[src/hw/rtl/fma_pkg.sv]
// shared types, constants and character codes for the format mask apply unit
`default_nettype none
package fma_pkg;

	// default sizes
	localparam int SOURCE_DEPTH_DEF = 64;
	localparam int CHAR_WIDTH_DEF   = 16;
	localparam int CMDQ_DEPTH       = 2;
	localparam int OUTQ_DEPTH       = 2;

	// input operation codes
	localparam logic [1:0] OP_START  = 2'd0;
	localparam logic [1:0] OP_APPEND = 2'd1;
	localparam logic [1:0] OP_MASK   = 2'd2;

	// mask character codes
	localparam logic [7:0] CH_BSLASH = 8'h5C;
	localparam logic [7:0] CH_LT     = 8'h3C;
	localparam logic [7:0] CH_GT     = 8'h3E;
	localparam logic [7:0] CH_EQ     = 8'h3D;
	localparam logic [7:0] CH_QMARK  = 8'h3F;
	localparam logic [7:0] CH_X      = 8'h58;
	localparam logic [7:0] CH_A      = 8'h41;
	localparam logic [7:0] CH_NINE   = 8'h39;
	localparam logic [7:0] CH_STAR   = 8'h2A;

	// ascii class bounds on the low seven bits
	localparam logic [6:0] ASC_UP_LO  = 7'h41;
	localparam logic [6:0] ASC_UP_HI  = 7'h5A;
	localparam logic [6:0] ASC_LOW_LO = 7'h61;
	localparam logic [6:0] ASC_LOW_HI = 7'h7A;
	localparam logic [6:0] ASC_DIG_LO = 7'h30;
	localparam logic [6:0] ASC_DIG_HI = 7'h39;

	// bit that separates upper and lower case letters
	localparam int CASE_BIT = 5;

	typedef enum logic [1:0] {
		MODE_PRESERVE = 2'd0,
		MODE_UPPER    = 2'd1,
		MODE_LOWER    = 2'd2
	} case_mode_t;

	// commands from the front to the back
	typedef enum logic [2:0] {
		CMD_START  = 3'd0,
		CMD_APPEND = 3'd1,
		CMD_LIT    = 3'd2,
		CMD_QMARK  = 3'd3,
		CMD_ALNUM  = 3'd4,
		CMD_ALPHA  = 3'd5,
		CMD_DIGIT  = 3'd6,
		CMD_STAR   = 3'd7
	} cmd_kind_t;

	typedef struct packed {
		cmd_kind_t  kind;
		case_mode_t mode;
	} cmd_ctl_t;

	// back sequencer states
	typedef enum logic [1:0] {
		ST_IDLE = 2'b01,
		ST_RUN  = 2'b10
	} back_state_t;

endpackage
`default_nettype wire

[src/hw/rtl/fma_fifo.sv]
// small register fifo used for the command queue and the result queue
`default_nettype none
module fma_fifo #(
	parameter int WIDTH = 8,
	parameter int DEPTH = 2
) (
	input  wire logic             clk,
	input  wire logic             arst_n,
	input  wire logic             push,
	input  wire logic [WIDTH-1:0] wdata,
	output logic                  full,
	input  wire logic             pop,
	output logic      [WIDTH-1:0] rdata,
	output logic                  empty
);
	localparam int PW = (DEPTH > 1) ? $clog2(DEPTH) : 1;
	localparam int CW = $clog2(DEPTH + 1);

	logic [WIDTH-1:0] store_q [DEPTH];
	logic [PW-1:0]    wptr_q;
	logic [PW-1:0]    rptr_q;
	logic [CW-1:0]    count_q;
	logic             do_push;
	logic             do_pop;

	assign full    = (count_q == CW'(DEPTH));
	assign empty   = (count_q == '0);
	assign do_push = push && !full;
	assign do_pop  = pop && !empty;
	assign rdata   = store_q[rptr_q];

	// pointers and fill count
	always_ff @(posedge clk or negedge arst_n) begin
		if (!arst_n) begin
			wptr_q  <= '0;
			rptr_q  <= '0;
			count_q <= '0;
		end else begin
			if (do_push) begin
				wptr_q <= (wptr_q == PW'(DEPTH - 1)) ? '0 : wptr_q + 1'b1;
			end
			if (do_pop) begin
				rptr_q <= (rptr_q == PW'(DEPTH - 1)) ? '0 : rptr_q + 1'b1;
			end
			if (do_push && !do_pop) begin
				count_q <= count_q + 1'b1;
			end else if (do_pop && !do_push) begin
				count_q <= count_q - 1'b1;
			end
		end
	end

	// entry storage
	always_ff @(posedge clk) begin
		if (do_push) begin
			store_q[wptr_q] <= wdata;
		end
	end

endmodule
`default_nettype wire

[src/hw/rtl/fma_front.sv]
// front end: accepts items, tracks escape and case mode, classifies mask characters
`default_nettype none
module fma_front #(
	parameter int CHAR_WIDTH = fma_pkg::CHAR_WIDTH_DEF
) (
	input  wire logic                  clk,
	input  wire logic                  arst_n,
	input  wire logic                  push,
	output logic                       full,
	input  wire logic [1:0]            operation,
	input  wire logic [CHAR_WIDTH-1:0] character,
	input  wire logic                  cmdq_full,
	output logic                       cmd_push,
	output fma_pkg::cmd_ctl_t          cmd_ctl
);
	logic                escape_q;
	fma_pkg::case_mode_t mode_q;
	logic                escape_d;
	fma_pkg::case_mode_t mode_d;
	logic                cmd_valid;
	logic                accept;

	assign full   = cmdq_full;
	assign accept = push && !cmdq_full;

	// classify the item and work out the next escape and case state
	always_comb begin
		escape_d     = escape_q;
		mode_d       = mode_q;
		cmd_valid    = 1'b0;
		cmd_ctl.kind = fma_pkg::CMD_LIT;
		cmd_ctl.mode = mode_q;
		case (operation)
			fma_pkg::OP_START: begin
				escape_d     = 1'b0;
				mode_d       = fma_pkg::MODE_PRESERVE;
				cmd_valid    = 1'b1;
				cmd_ctl.kind = fma_pkg::CMD_START;
			end
			fma_pkg::OP_APPEND: begin
				cmd_valid    = 1'b1;
				cmd_ctl.kind = fma_pkg::CMD_APPEND;
			end
			fma_pkg::OP_MASK: begin
				cmd_valid = 1'b1;
				if (escape_q) begin
					escape_d     = 1'b0;
					cmd_ctl.kind = fma_pkg::CMD_LIT;
				end else if (character == CHAR_WIDTH'(fma_pkg::CH_BSLASH)) begin
					escape_d  = 1'b1;
					cmd_valid = 1'b0;
				end else if (character == CHAR_WIDTH'(fma_pkg::CH_LT)) begin
					mode_d    = fma_pkg::MODE_LOWER;
					cmd_valid = 1'b0;
				end else if (character == CHAR_WIDTH'(fma_pkg::CH_GT)) begin
					mode_d    = fma_pkg::MODE_UPPER;
					cmd_valid = 1'b0;
				end else if (character == CHAR_WIDTH'(fma_pkg::CH_EQ)) begin
					mode_d    = fma_pkg::MODE_PRESERVE;
					cmd_valid = 1'b0;
				end else if (character == CHAR_WIDTH'(fma_pkg::CH_QMARK)) begin
					cmd_ctl.kind = fma_pkg::CMD_QMARK;
				end else if (character == CHAR_WIDTH'(fma_pkg::CH_X)) begin
					cmd_ctl.kind = fma_pkg::CMD_ALNUM;
				end else if (character == CHAR_WIDTH'(fma_pkg::CH_A)) begin
					cmd_ctl.kind = fma_pkg::CMD_ALPHA;
				end else if (character == CHAR_WIDTH'(fma_pkg::CH_NINE)) begin
					cmd_ctl.kind = fma_pkg::CMD_DIGIT;
				end else if (character == CHAR_WIDTH'(fma_pkg::CH_STAR)) begin
					cmd_ctl.kind = fma_pkg::CMD_STAR;
				end else begin
					cmd_ctl.kind = fma_pkg::CMD_LIT;
				end
			end
			default: begin
				cmd_valid = 1'b0;
			end
		endcase
	end

	assign cmd_push = accept && cmd_valid;

	// escape flag and case mode
	always_ff @(posedge clk or negedge arst_n) begin
		if (!arst_n) begin
			escape_q <= 1'b0;
			mode_q   <= fma_pkg::MODE_PRESERVE;
		end else if (accept) begin
			escape_q <= escape_d;
			mode_q   <= mode_d;
		end
	end

endmodule
`default_nettype wire

[src/hw/rtl/fma_back.sv]
// back end: source buffer, read position and the sequencer that emits result characters
`default_nettype none
module fma_back #(
	parameter int SOURCE_DEPTH = fma_pkg::SOURCE_DEPTH_DEF,
	parameter int CHAR_WIDTH   = fma_pkg::CHAR_WIDTH_DEF
) (
	input  wire logic                  clk,
	input  wire logic                  arst_n,
	input  wire logic                  cmd_empty,
	input  wire fma_pkg::cmd_ctl_t     cmd_ctl,
	input  wire logic [CHAR_WIDTH-1:0] cmd_char,
	output logic                       cmd_pop,
	input  wire logic                  out_full,
	output logic                       out_push,
	output logic      [CHAR_WIDTH-1:0] out_char,
	output logic                       out_last
);
	localparam int AW = (SOURCE_DEPTH > 1) ? $clog2(SOURCE_DEPTH) : 1;
	localparam int LW = $clog2(SOURCE_DEPTH + 1);

	logic [CHAR_WIDTH-1:0] mem [SOURCE_DEPTH];
	logic [CHAR_WIDTH-1:0] rdata_q;
	logic [LW-1:0]         len_q;
	logic [LW-1:0]         rpos_q;
	fma_pkg::back_state_t  state_q;

	logic [LW-1:0]         len_d;
	logic [LW-1:0]         rpos_d;
	fma_pkg::back_state_t  state_d;
	logic                  we;
	logic                  re;
	logic [AW-1:0]         raddr;
	logic [LW-1:0]         rpos_inc;

	// character classes of the fetched source character
	logic                  hi_zero;
	logic [6:0]            low7;
	logic                  is_up;
	logic                  is_low;
	logic                  is_dig;
	logic                  hit;
	logic                  finish;
	logic [CHAR_WIDTH-1:0] trans;

	assign hi_zero  = (rdata_q >> 7) == '0;
	assign low7     = rdata_q[6:0];
	assign is_up    = hi_zero && (low7 inside {[fma_pkg::ASC_UP_LO:fma_pkg::ASC_UP_HI]});
	assign is_low   = hi_zero && (low7 inside {[fma_pkg::ASC_LOW_LO:fma_pkg::ASC_LOW_HI]});
	assign is_dig   = hi_zero && (low7 inside {[fma_pkg::ASC_DIG_LO:fma_pkg::ASC_DIG_HI]});
	assign rpos_inc = rpos_q + 1'b1;

	// case translation of ascii letters
	always_comb begin
		trans = rdata_q;
		if ((cmd_ctl.mode == fma_pkg::MODE_LOWER && is_up) ||
			(cmd_ctl.mode == fma_pkg::MODE_UPPER && is_low)) begin
			trans[fma_pkg::CASE_BIT] = ~rdata_q[fma_pkg::CASE_BIT];
		end
	end

	// match of the fetched character against the command's class
	always_comb begin
		case (cmd_ctl.kind)
			fma_pkg::CMD_ALNUM: hit = is_up || is_low || is_dig;
			fma_pkg::CMD_ALPHA: hit = is_up || is_low;
			fma_pkg::CMD_DIGIT: hit = is_dig;
			default:            hit = 1'b1;
		endcase
		finish = (hit && cmd_ctl.kind != fma_pkg::CMD_STAR) || (rpos_inc == len_q);
	end

	// sequencer
	always_comb begin
		state_d  = state_q;
		len_d    = len_q;
		rpos_d   = rpos_q;
		we       = 1'b0;
		re       = 1'b0;
		raddr    = rpos_q[AW-1:0];
		cmd_pop  = 1'b0;
		out_push = 1'b0;
		out_char = cmd_char;
		out_last = 1'b1;
		case (state_q)
			fma_pkg::ST_IDLE: begin
				if (!cmd_empty) begin
					case (cmd_ctl.kind)
						fma_pkg::CMD_START: begin
							cmd_pop = 1'b1;
							len_d   = '0;
							rpos_d  = '0;
						end
						fma_pkg::CMD_APPEND: begin
							cmd_pop = 1'b1;
							if (len_q < LW'(SOURCE_DEPTH)) begin
								we    = 1'b1;
								len_d = len_q + 1'b1;
							end
						end
						fma_pkg::CMD_LIT: begin
							if (!out_full) begin
								cmd_pop  = 1'b1;
								out_push = 1'b1;
							end
						end
						default: begin
							// source reading command: fetch first character or finish
							if (rpos_q < len_q) begin
								re      = 1'b1;
								state_d = fma_pkg::ST_RUN;
							end else begin
								cmd_pop = 1'b1;
							end
						end
					endcase
				end
			end
			fma_pkg::ST_RUN: begin
				// one source character consumed per cycle unless the result queue stalls
				out_char = trans;
				out_last = finish;
				if (!hit || !out_full) begin
					out_push = hit;
					rpos_d   = rpos_inc;
					if (finish) begin
						cmd_pop = 1'b1;
						state_d = fma_pkg::ST_IDLE;
					end else begin
						re    = 1'b1;
						raddr = rpos_inc[AW-1:0];
					end
				end
			end
			default: begin
				state_d = fma_pkg::ST_IDLE;
			end
		endcase
	end

	// control registers
	always_ff @(posedge clk or negedge arst_n) begin
		if (!arst_n) begin
			state_q <= fma_pkg::ST_IDLE;
			len_q   <= '0;
			rpos_q  <= '0;
		end else begin
			state_q <= state_d;
			len_q   <= len_d;
			rpos_q  <= rpos_d;
		end
	end

	// source buffer with registered read
	always_ff @(posedge clk) begin
		if (we) begin
			mem[len_q[AW-1:0]] <= cmd_char;
		end
		if (re) begin
			rdata_q <= mem[raddr];
		end
	end

endmodule
`default_nettype wire

[src/hw/rtl/format_mask_apply_unit.sv]
// top level: front end, command queue, back end and result queue
// a literal mask character passes through the command queue and the back end to the
// result queue; a source reading one examines source characters one at a time.
// throughput: the front takes one item per cycle while the command queue has room;
// the back end retires other commands one per cycle, literals while the result queue
// has room; source reading commands take one character per cycle unless stalled.
// reset clears queues, lengths, positions, case mode and escape; buffer data is kept.
`default_nettype none
module format_mask_apply_unit #(
	parameter int SOURCE_DEPTH = fma_pkg::SOURCE_DEPTH_DEF,
	parameter int CHAR_WIDTH   = fma_pkg::CHAR_WIDTH_DEF
) (
	input  wire logic                  clk,
	input  wire logic                  arst_n,
	input  wire logic                  push,
	output logic                       full,
	input  wire logic [1:0]            operation,
	input  wire logic [CHAR_WIDTH-1:0] character,
	output logic                       empty,
	input  wire logic                  pop,
	output logic      [CHAR_WIDTH-1:0] out_char,
	output logic                       last_of_run
);
	localparam int CTL_W = $bits(fma_pkg::cmd_ctl_t);
	localparam int CMD_W = CTL_W + CHAR_WIDTH;
	localparam int RES_W = CHAR_WIDTH + 1;

	logic                  cmdq_full;
	logic                  cmdq_empty;
	logic                  cmd_push;
	logic                  cmd_pop;
	fma_pkg::cmd_ctl_t     front_ctl;
	fma_pkg::cmd_ctl_t     head_ctl;
	logic [CHAR_WIDTH-1:0] head_char;
	logic [CMD_W-1:0]      cmdq_rdata;

	logic                  outq_full;
	logic                  res_push;
	logic [CHAR_WIDTH-1:0] res_char;
	logic                  res_last;
	logic [RES_W-1:0]      outq_rdata;

	// classification front
	fma_front #(
		.CHAR_WIDTH (CHAR_WIDTH)
	) u_front (
		.clk       (clk),
		.arst_n    (arst_n),
		.push      (push),
		.full      (full),
		.operation (operation),
		.character (character),
		.cmdq_full (cmdq_full),
		.cmd_push  (cmd_push),
		.cmd_ctl   (front_ctl)
	);

	// command queue between front and back
	fma_fifo #(
		.WIDTH (CMD_W),
		.DEPTH (fma_pkg::CMDQ_DEPTH)
	) u_cmdq (
		.clk    (clk),
		.arst_n (arst_n),
		.push   (cmd_push),
		.wdata  ({front_ctl, character}),
		.full   (cmdq_full),
		.pop    (cmd_pop),
		.rdata  (cmdq_rdata),
		.empty  (cmdq_empty)
	);

	assign head_ctl  = fma_pkg::cmd_ctl_t'(cmdq_rdata[CMD_W-1:CHAR_WIDTH]);
	assign head_char = cmdq_rdata[CHAR_WIDTH-1:0];

	// execution back
	fma_back #(
		.SOURCE_DEPTH (SOURCE_DEPTH),
		.CHAR_WIDTH   (CHAR_WIDTH)
	) u_back (
		.clk       (clk),
		.arst_n    (arst_n),
		.cmd_empty (cmdq_empty),
		.cmd_ctl   (head_ctl),
		.cmd_char  (head_char),
		.cmd_pop   (cmd_pop),
		.out_full  (outq_full),
		.out_push  (res_push),
		.out_char  (res_char),
		.out_last  (res_last)
	);

	// result queue
	fma_fifo #(
		.WIDTH (RES_W),
		.DEPTH (fma_pkg::OUTQ_DEPTH)
	) u_outq (
		.clk    (clk),
		.arst_n (arst_n),
		.push   (res_push),
		.wdata  ({res_char, res_last}),
		.full   (outq_full),
		.pop    (pop),
		.rdata  (outq_rdata),
		.empty  (empty)
	);

	assign out_char    = outq_rdata[RES_W-1:1];
	assign last_of_run = outq_rdata[0];

endmodule
`default_nettype wire

[config.mk]
export PLATFORM = sky130hd
export DESIGN_NAME = format_mask_apply_unit
export DESIGN_NICKNAME = d
export VERILOG_FILES = /design/src/hw/rtl/fma_pkg.sv /design/src/hw/rtl/fma_fifo.sv /design/src/hw/rtl/fma_front.sv /design/src/hw/rtl/fma_back.sv /design/src/hw/rtl/format_mask_apply_unit.sv
export SDC_FILE = /design/constraint.sdc
export NUM_CORES = 1
export LEC_CHECK = 0
export BUFFER_PORTS_ARGS = -buffer_cell sky130_fd_sc_hd__buf_2
export CORE_ASPECT_RATIO = 1.25
export CORE_MARGIN = 2
export CORE_UTILIZATION = 30
export DETAILED_ROUTE_END_ITERATION = 16
export PLACE_DENSITY_LB_ADDON = 0.25
export REMOVE_ABC_BUFFERS = 1
export SLEW_MARGIN = 20
export SYNTH_ARGS = -nofsm -noshare
export SYNTH_HDL_FRONTEND = slang
export SYNTH_HIERARCHICAL = 1
export SYNTH_SLANG_ARGS = --single-unit
[constraint.sdc]
create_clock -name clk -period 4.3 [get_ports clk]
set_input_delay 0.215 -clock clk [delete_from_list [all_inputs] [get_ports clk]]
set_output_delay 0.215 -clock clk [all_outputs]
set_load 0.02 [all_outputs]
# Word-level counts from Yosys, hierarchy flattened
# Memory sizes are Yosys's and may differ from the RTL's. A register that Yosys moved wholly into a read port is not among the register bits.
# Index checks and enable logic that the tools add are counted.
# totals
register_bits,27
ramBits,1100
in_bits,22
out_inout_bits,19
word_cells,199
mem_count,3
# classes
add_sub_neg,10
order_cmp,8
n_eq_ne,34
n_mux,80
bitwise_logic,2
n_reduce_logical,51
# memory_table
memory,words,width,read_ports,rd_clocked_by_memory_dff,wr,line,rtl
u_back.mem,64,16,1,1,1,fma_back.sv:21,logic [CHAR_WIDTH-1:0] mem [SOURCE_DEPTH];
u_cmdq.store_q,2,21,1,0,1,fma_fifo.sv:19,logic [WIDTH-1:0] store_q [DEPTH];
u_outq.store_q,2,17,1,0,1,fma_fifo.sv:19,
# ops
cell,n
equality test 16 x 6 -> 1 bit (second input constant),6
equality test 16 x 7 -> 1 bit (second input constant),3
2-to-1 mux 1 bit,36
2-to-1 mux 3 bit,10
2-to-1 mux 2 bit,14
2-to-1 mux 7 bit,4
one-hot mux 7 bit (2 select lines),2
logical AND 1 bit,19
2-to-1 mux 6 bit,3
logical NOT 16 bit,1
2-to-1 mux 16 bit,1
adder 7 x 1 -> 7 bit (second input constant),2
greater-or-equal comparator 7 bit (second input constant),2
<= comparator 7 bit (second input constant),2
one-hot mux 1 bit (2 select lines),6
equality test 2 bit (second input constant),5
!= test 2 bit (second input constant),5
AND reduction 5 bit,2
nonzero test 2 bit,5
equality test 3 bit (second input constant),3
logical NOT 1 bit,9
one-hot mux 3 bit (3 select lines),1
!= test 2 x 1 -> 1 bit (second input constant),4
one-hot mux 2 bit (2 select lines),2
22 further kinds,38

# Depth between registers and ports, before layout
# Gate-level depths: netlist of the first run.
# logic_depth
word_depth,15
ltp_mapped,17
ltp_nobuf,16

# Hierarchy
# The synthesis of the first run kept the hierarchy.
# by_module_without_submodules
mod,instances,cells_per_inst,area_each_um2,seq_area_each_um2
fma_back,1,4339,54559.8,31631.6
fma_fifo (u_cmdq),1,84,1798.0,1361.3
fma_fifo (u_outq),1,72,1473.9,1121.1
fma_front,1,54,415.4,75.1

# Worst setup path after synthesis of the first run
# OpenSTA, ideal clock, no wires.
# synth_path
path_kind,flip-flop to flip-flop
startpoint,register u_back.rpos_q[1]
endpoint,register u_back.rdata_q[0] (read register of u_back.mem) (enable)
setup_ps,388
t_arrival_ps,3267
t_required_ps,3912
setup_slack_ps,645
path_stages_with_launch,13
path_buffers,4
synth_period_minus_slack_ps,3655
cell_sequence,dfrtp_1 ha_1 clkbuf_1 nand3_1 xnor2_1 nand4_1 a21oi_4 nor3_2 clkbuf_1 clkbuf_1 buf_1 nor2_1 nor2_1
# synth_via
elab_chain_cells,6
elab_cells_between_ends,13
classes_between,1 x add/sub; 1 x order compare; 1 x eq/ne; 9 x mux; 1 x reduce/logical
# synth_rtl
item,line,rtl
start: declaration,fma_back.sv:24,logic [LW-1:0] rpos_q;
start signal: assignment,fma_back.sv:149,rpos_q <= rpos_d;
adder 7 x 1 -> 7 bit,fma_back.sv:50,assign rpos_inc = rpos_q + 1'b1;
equality test 7 bit,fma_back.sv:69,finish = (hit && cmd_ctl.kind != fma_pkg::CMD_STAR) || (rpos_inc == len_q);
logical OR 1 bit,fma_back.sv:69,
2-to-1 mux 1 bit,fma_back.sv:125,if (finish) begin
2-to-1 mux 1 bit,fma_back.sv:122,if (!hit || !out_full) begin
one-hot mux 1 bit (2 select lines) *,fma_back.sv:84,case (state_q)
named net u_back.re,fma_back.sv:31,logic re;
end: declaration,fma_back.sv:22,logic [CHAR_WIDTH-1:0] rdata_q;
# Mark *: on every way through the listed nets, which the timed path passes. The rest lies on a longest branch.
# A chain may end at the register's enable or synchronous reset.

# Worst setup path after layout of the first run
# layout_path
startpoint,register u_cmdq.rptr_q
endpoint,"register u_back.rdata_q[13] (read register of u_back.mem), data pin"
# layout_via
elab_chain_cells,8
elab_cells_between_ends,22
classes_between,6 x eq/ne; 9 x mux; 6 x reduce/logical; 1 x memory
# layout_rtl
item,line,rtl
start: declaration,fma_fifo.sv:21,logic [PW-1:0] rptr_q;
start signal: assignment,fma_fifo.sv:43,rptr_q <= (rptr_q == PW'(DEPTH - 1)) ? '0 : rptr_q + 1'b1;
memory (2 x 21 bit) *,-,
named net cmdq_rdata[19],format_mask_apply_unit.sv:35,logic [CMD_W-1:0] cmdq_rdata;
equality test 3 bit,fma_back.sv:63,case (cmd_ctl.kind)
one-hot mux 1 bit (3 select lines),fma_back.sv:63,
logical AND 1 bit,fma_back.sv:69,
logical OR 1 bit,fma_back.sv:69,
2-to-1 mux 1 bit / 2-to-1 mux 6 bit (equally long branches),fma_back.sv:125,
2-to-1 mux 1 bit / 2-to-1 mux 6 bit (equally long branches),fma_back.sv:122,
one-hot mux 1 bit (2 select lines) / 2-to-1 mux 6 bit (equally long branches),fma_back.sv:84,
# Marked as above.

==> results of run 1 <==
==> what timing repair did <==
item | 4_1_cts | 5_1_grt
endpoints found under the hold margin | 71 | 0
pin swaps | 5 | 5
hold buffers | 25 | 0
gates cloned | 2 | 2
setup endpoints to repair | 10 | 9
gates resized for setup | 10 | 7
setup buffers | 7 | 6
==> per-layer routing <==
layer	global-route usage (%)	wire length, um	vias up
met5	0	46	-
met4	9.74	9930	6
met3	2.81	12600	403
met2	34.5	99400	1360
met1	24.7	80700	20700
li1	-	-	18100
==> layout make-up <==
class                           count  area (sq um)
Clock buffer                      145          3120
Inverter                           23          86.3
Sequential cell                  1143         34200
Multi-Input combinational cell   3009         22900
Timing Repair Buffer              397          3630
Tap cell                         2548          3190
Clock inverter                     80           825
Fill cell                       18800        125000
Antenna cell                       12          30.0
==> through the flow <==
step	cells	power (mW)	util, %	instance area (sq um)	setup TNS [ns]
floorplan	4172	21.2	-	56600	-1408.66
detailed placement	7078	26.8	32.9	63500	-1.09
CTS	7337	37.5	35.2	67800	0
global route	7350	38.7	35.2	67900	0
finish	7357	37.3	35.2	67900	0
global placement	7077	26.7	32.9	63400	-2.93
==> cell usage after synthesis (all sizes together) (26+ instances only) <==
master / number / area share (%)
nand2: 436 / 2.8
o21ai: 99 / 0.86
dfrtp: 26 / 1.1
nor3: 42 / 0.37
o22ai: 53 / 0.57
or3: 159 / 1.7
mux2: 168 / 3.4
nand3b: 30 / 0.39
mux4: 34 / 1.3
nor4: 36 / 0.42
nor2: 113 / 0.73
a32oi: 65 / 0.98
o221ai: 30 / 0.45
and3: 33 / 0.35
buf: 96 / 0.93
o311ai: 46 / 0.69
a211oi: 280 / 3.6
o41ai: 63 / 0.98
mux2i: 701 / 12
nor2b: 193 / 2.1
nand3: 88 / 0.78
a21oi: 173 / 1.5
clkbuf: 281 / 1.8
edfxtp: 1116 / 58
==> flip-flops by register name (all words and copies together) (netlist names) <==
name and count:
u_back/len_q 7, u_back/mem 1024, u_back/rdata_q 16, u_back/rpos_q 7, u_back/state_q 2, u_cmdq/count_q 2
u_cmdq/rptr_q 1, u_cmdq/store_q 42, u_cmdq/wptr_q 1, u_front/escape_q 1, u_front/mode_q 2, u_outq/count_q 2
u_outq/rptr_q 1, u_outq/store_q 34, u_outq/wptr_q 1
==> worst max-delay path, cell delays in order (launching register included) <==
cell       delay (ns)
dfrtp_2          0.46
mux2_4           0.36
inv_1            0.11
o2111ai_1        0.12
or3_1            0.38
and4_1           0.27
buf_4            0.21
nand2_8          0.15
nor4_1           0.10
a41oi_4          0.28
buf_12           0.19
buf_4            0.14
o311ai_1         0.13
o41ai_2          0.88
nand4_1          0.19
==> worst paths after layout <==
kind	endpoint	slack [ns]	start
setup / recovery	u_back/rdata_q[13]$_DFFE_PP_	0.02	u_cmdq/rptr_q$_DFFE_PN0P_
hold / removal	u_front/escape_q$_DFFE_PN0P_	0.12	arst_n
setup reg to reg	u_back/rdata_q[13]$_DFFE_PP_	0.02	u_cmdq/rptr_q$_DFFE_PN0P_
hold reg to reg	u_outq/rptr_q$_DFFE_PN0P_	0.48	u_outq/rptr_q$_DFFE_PN0P_
max in group asynchronous	u_back/rpos_q[1]$_DFFE_PN0P_	3.57	arst_n
min in group clk	u_cmdq/store_q[0][15]$_DFFE_PP_	0.21	character[15]
==> kinds of logic (layout without fill, tap and decap cells) <==
logic type	count (synthesis)	in the layout	synth area share, %
buffers and inverters	400	645	2.89
AO/OA/AOI/OAI	890	890	10.8
flip-flops	1143	1143	58.7
other	0	12	0
multiplexers	903	903	16.8
AND/OR/NAND/NOR	1177	1180	10.2
XOR/XNOR	23	23	0.359
adder cells (fa/ha/maj)	13	13	0.279
==> report_power, final <==
| group | internal, mW | total [mW] | switching [mW] | leakage [nW] |
|---|---|---|---|---|
| sequential | 13.7 | 13.9 | 0.178 | 10.4 |
| combinational | 4.44 | 12.8 | 8.35 | 9.00 |
| clock | 6.05 | 10.6 | 4.55 | 1.92 |
| total | 24.2 | 37.3 | 13.1 | 21.3 |
==> impl_metrics.tcl, run 1 <==
set metrics [dict create \
    portBuffers 40 \
    viasPerCell 5.52 \
    cp.required_ns 4.76 \
    drt_iter0_drc 3522 \
    cp-end-kind "flop" \
    dieArea_sq_um 198000 \
    total_leakage_power_nw 21.3 \
    layout_commonest_cell "edfxtp_1" \
    clkLatencyLatePin_ns 0.78 \
    synth_edf_count 1116 \
    start_util_pct 30.2 \
    worst-slew-pin-transition_ns 1.18 \
    ff2ff_path_depth 14 \
    worst_hold_path_type "in -> async" \
    rows 180 \
    num_vias 40600 \
    drc_errors 0 \
    die_y_um 497 \
    clock_sinks 1143 \
    ys_seq_elements 1143 \
    rsz0062_at_grt "no" \
    grt-ovfl-total 0 \
    wl_mm 203 \
    skew_ns 0.0365 \
    path_max_fanout 10 \
    grt_pass1_vias 40700 \
    fmax_mhz 234 \
    yosys_warnings 6 \
    drive_gt1_share_pct 18.3 \
    critical_path_class "reg -> reg" \
    ir_drop_mv 0.648 \
    cts.clk_slew.worst_paths_ns 0.07 \
    cp-start-kind "flop" \
    gp_congestion 0.873 \
    cts.htree.levels 3 \
    period_needed_ns 4.28 \
    yosysSeqAreaShare_pct 58.7 \
    dp_hpwl_mm 125 \
    ys_types 75 \
    slew_viol_final 0 \
    dpl_worst_slack_ns -0.432 \
    syn_area_per_cell_sq_um 12.8 \
    die_x_um 398 \
    cts-root-buf "clkbuf_16" \
    wl_per_cell_um 27.5 \
    drt.antenna.violating_nets 0 \
    setup_viol 0 \
    powerDensity_nw_per_um2 549 \
    grt_use_total_pct 20.1 \
    nets 4727 \
    synth-main-ff-cell "edfxtp_1" \
    clockBufferDepth 3 \
    hold_viol_final 0 \
    synth_area_sq_um 58200 \
    antenna_found_initial 17 \
    hold_slack_ns 0.115 \
    synthArstFlopShare_pct 2.36 \
    drt_pre_antenna_iters 6 \
    slew_headroom_pct 20.4 \
    cts_buffers 118 \
    area_delta_synth_final_pct 16.6 \
    cts_tree "done" \
    grt_max_degree 147 \
    worst_slack_ns 0.0228 \
    max_cap_viol_count 0 \
    status "finished, final reports clean" \
    final_cell_mix "edfxtp_1 (1116), mux2i_1 (700), nand2_1 (432)" \
    core_sq_um 193000 \
    synthesis.instances 4549 \
    pin_count 41 \
    arrival_ns 4.74 \
    period_share_pct 99.5 \
    grt_first_pass_wirelength_mm 289 \
]
Power figures use the tool's default switching activity.
==> run 2: changes to the inputs <==
--- a/config.mk
+++ b/config.mk
@@ -6,10 +6,13 @@
 export NUM_CORES = 1
 export LEC_CHECK = 0
 export BUFFER_PORTS_ARGS = -buffer_cell sky130_fd_sc_hd__buf_2
+export CELL_PAD_IN_SITES_DETAIL_PLACEMENT = 1
+export CELL_PAD_IN_SITES_GLOBAL_PLACEMENT = 1
 export CORE_ASPECT_RATIO = 1.25
 export CORE_MARGIN = 2
 export CORE_UTILIZATION = 30
 export DETAILED_ROUTE_END_ITERATION = 16
+export HOLD_SLACK_MARGIN = 0.1
 export PLACE_DENSITY_LB_ADDON = 0.25
 export REMOVE_ABC_BUFFERS = 1
 export SLEW_MARGIN = 20
==> constraint.sdc (replaced) <==
create_clock -name clk -period 5.35 [get_ports clk]
set_input_delay 0.2675 -clock clk [delete_from_list [all_inputs] [get_ports clk]]
set_output_delay 0.2675 -clock clk [all_outputs]
set_load 0.02 [all_outputs]
==> run 2 against run 1 <==
Worst setup slack improved by 0.41 ns. Power shrank 19%. Non-clock buffer count down 106. Critical path type unchanged. Cell count fell by 1.4%. Largest power group unchanged.
==> impl_metrics.tcl, run 2 (synthesis results as in run 1) <==
set metrics [dict create \
    clockBufferDepth 3 \
    slew_viol_final 0 \
    cts.clk_slew.worst_paths_ns 0.06 \
    cts-resized-gates 0 \
    rsz0062_at_grt "no" \
    viasPerCell 5.62 \
    wl_mm 210 \
    rrSetupSlack_ns 0.43 \
    hold_slack_ns 0.219 \
    ff2ff_path_depth 13 \
    area_delta_synth_final_pct 15.0 \
    largest_register_ffs 1024 \
    reg2reg_from "u_back/rpos_q[0]$_DFFE_PN0P_" \
    nets 4632 \
    worst-slew-pin-transition_ns 1.12 \
    period_share_pct 92.0 \
    cts_buffers 132 \
    cp-end-kind "flop" \
    drc_errors 0 \
    wl_per_cell_um 28.9 \
    skew_ns 0.0350 \
    final_cell_mix "edfxtp_1 (1116), mux2i_1 (700), nand2_1 (432)" \
    status "finished, final reports clean" \
    grt_pass1_vias 43300 \
    cp-start-kind "flop" \
    drive_gt1_share_pct 16.2 \
    drt.antenna.violating_nets 0 \
    fill_cells 20500 \
    total_leakage_power_nw 20.8 \
    grt_max_degree 172 \
    r2r-end "u_back/rdata_q[11]$_DFFE_PP_" \
    ir_drop_mv 0.841 \
    core_sq_um 193000 \
    cts_setup_buffers 0 \
    setup_viol 0 \
    powerDensity_nw_per_um2 450 \
    path_max_fanout 16 \
    dp_hpwl_mm 123 \
    postCtsHoldBufs 27 \
    max_stage_delay_ns 0.97 \
    arrival_ns 5.45 \
    start_util_pct 30.2 \
    worst_hold_path_type "in -> reg" \
    cp-startpoint "u_back/rpos_q[0]$_DFFE_PN0P_" \
    slowest_stage "o41ai_1" \
    grt-ovfl-total 0 \
    cts.htree.levels 4 \
    gp_congestion 0.845 \
    crit_chain "ha_4 > nand3_1 > xnor2_1 > nand4_1 > a21oi_4 > o41ai_1 > o22ai_1 > nand2_4 > buf_4 > o22ai_1 > o41ai_1 > buf_4 > nand4_1" \
    fmax_mhz 203 \
    final_cell_area_sq_um 67000 \
    die_x_um 398 \
    layout_commonest_cell "edfxtp_1" \
    pin_count 41 \
    crit_end "u_back/rdata_q[11]$_DFFE_PP_" \
    drt_iter0_drc 2924 \
    critical_path_class "reg -> reg" \
    max_cap_viol_count 0 \
    grt_use_total_pct 20.9 \
    num_vias 40800 \
    antenna_found_initial 11 \
    dpl_worst_slack_ns 0.648 \
    dpl_cell_area_sq_um 62500 \
    dieArea_sq_um 198000 \
    drt_pre_antenna_iters 5 \
    period_needed_ns 4.92 \
    worst_slack_ns 0.428 \
    grt_first_pass_wirelength_mm 302 \
    clkLatencyLatePin_ns 0.79 \
    cp.required_ns 5.88 \
    die_y_um 497 \
    portBuffers 40 \
    rows 180 \
    slew_headroom_pct 25.6 \
    clock_sinks 1143 \
    cts_tree "done" \
    cts-root-buf "clkbuf_16" \
    hold_viol_final 0 \
]
[run 2: worst min path at each step]
| stage | slack [ns] | cells after the start | startpoint | endpoint |
|---|---|---|---|---|
| after floorplan | -0.03 | 0 | arst_n | u_back/len_q[0]$_DFFE_PN0P_ |
| after global placement | 0.37 | 1 | arst_n | u_front/escape_q$_DFFE_PN0P_ |
| after detailed placement | 0.38 | 1 | arst_n | u_front/escape_q$_DFFE_PN0P_ |
| after CTS | 0.16 | 2 | character[10] | u_cmdq/store_q[0][10]$_DFFE_PP_ |
| after global routing | 0.23 | 2 | character[10] | u_cmdq/store_q[1][10]$_DFFE_PP_ |
| final | 0.22 | 2 | character[10] | u_cmdq/store_q[0][10]$_DFFE_PP_ |
[run 2: per-stage QoR]
step	util (%)	power, mW	std cells	TNS, ns
detailed placement	32.4	21.5	6984	0
global placement	32.4	21.4	6976	-2.46
global route	34.7	31.3	7250	0
finish	34.7	30.1	7254	0
floorplan	-	17.9	4172	-1361.41
CTS	34.7	30.4	7248	0
[run 2: power by group]
part           switching (mW)  internal [mW]  total [mW]
Combinational            6.71           3.39        10.1
Sequential              0.178           11.1        11.2
Clock                    3.78           5.03        8.81
[run 2: worst max-delay path: cells and delay by family, from the launching register on]
kind / cells / cell delay, ns
adders and majority gates: 1 / 0.23
xor gates and xnor gates: 1 / 0.23
AOI/OAI and AO/OA: 5 / 2.20
buffers and inverters: 2 / 0.70
and+or+nand+nor: 4 / 0.80
DFF: 1 / 0.46
[run 2: final cells by class]
class                      instances  area, sq um  share of cell area, %
sequential                      1143        34200                   51.1
timing repair buffer             291         2620                   3.90
inverter                          23         86.3                  0.129
antenna                            6         15.0                 0.0224
clock inverter                    74          569                  0.850
tap                             2548         3190                   4.76
clock buffer                     163         3570                   5.33
multi-input combinational       3006        22700                   33.9
[run 2: per-layer routing]
metal	up-vias	GRT usage [%]	routed length, um
li1	17900	-	-
met2	1110	36.1	104000
met3	410	2.92	9260
met1	21300	25.8	87100
met4	10	9.84	9720
met5	-	0	62
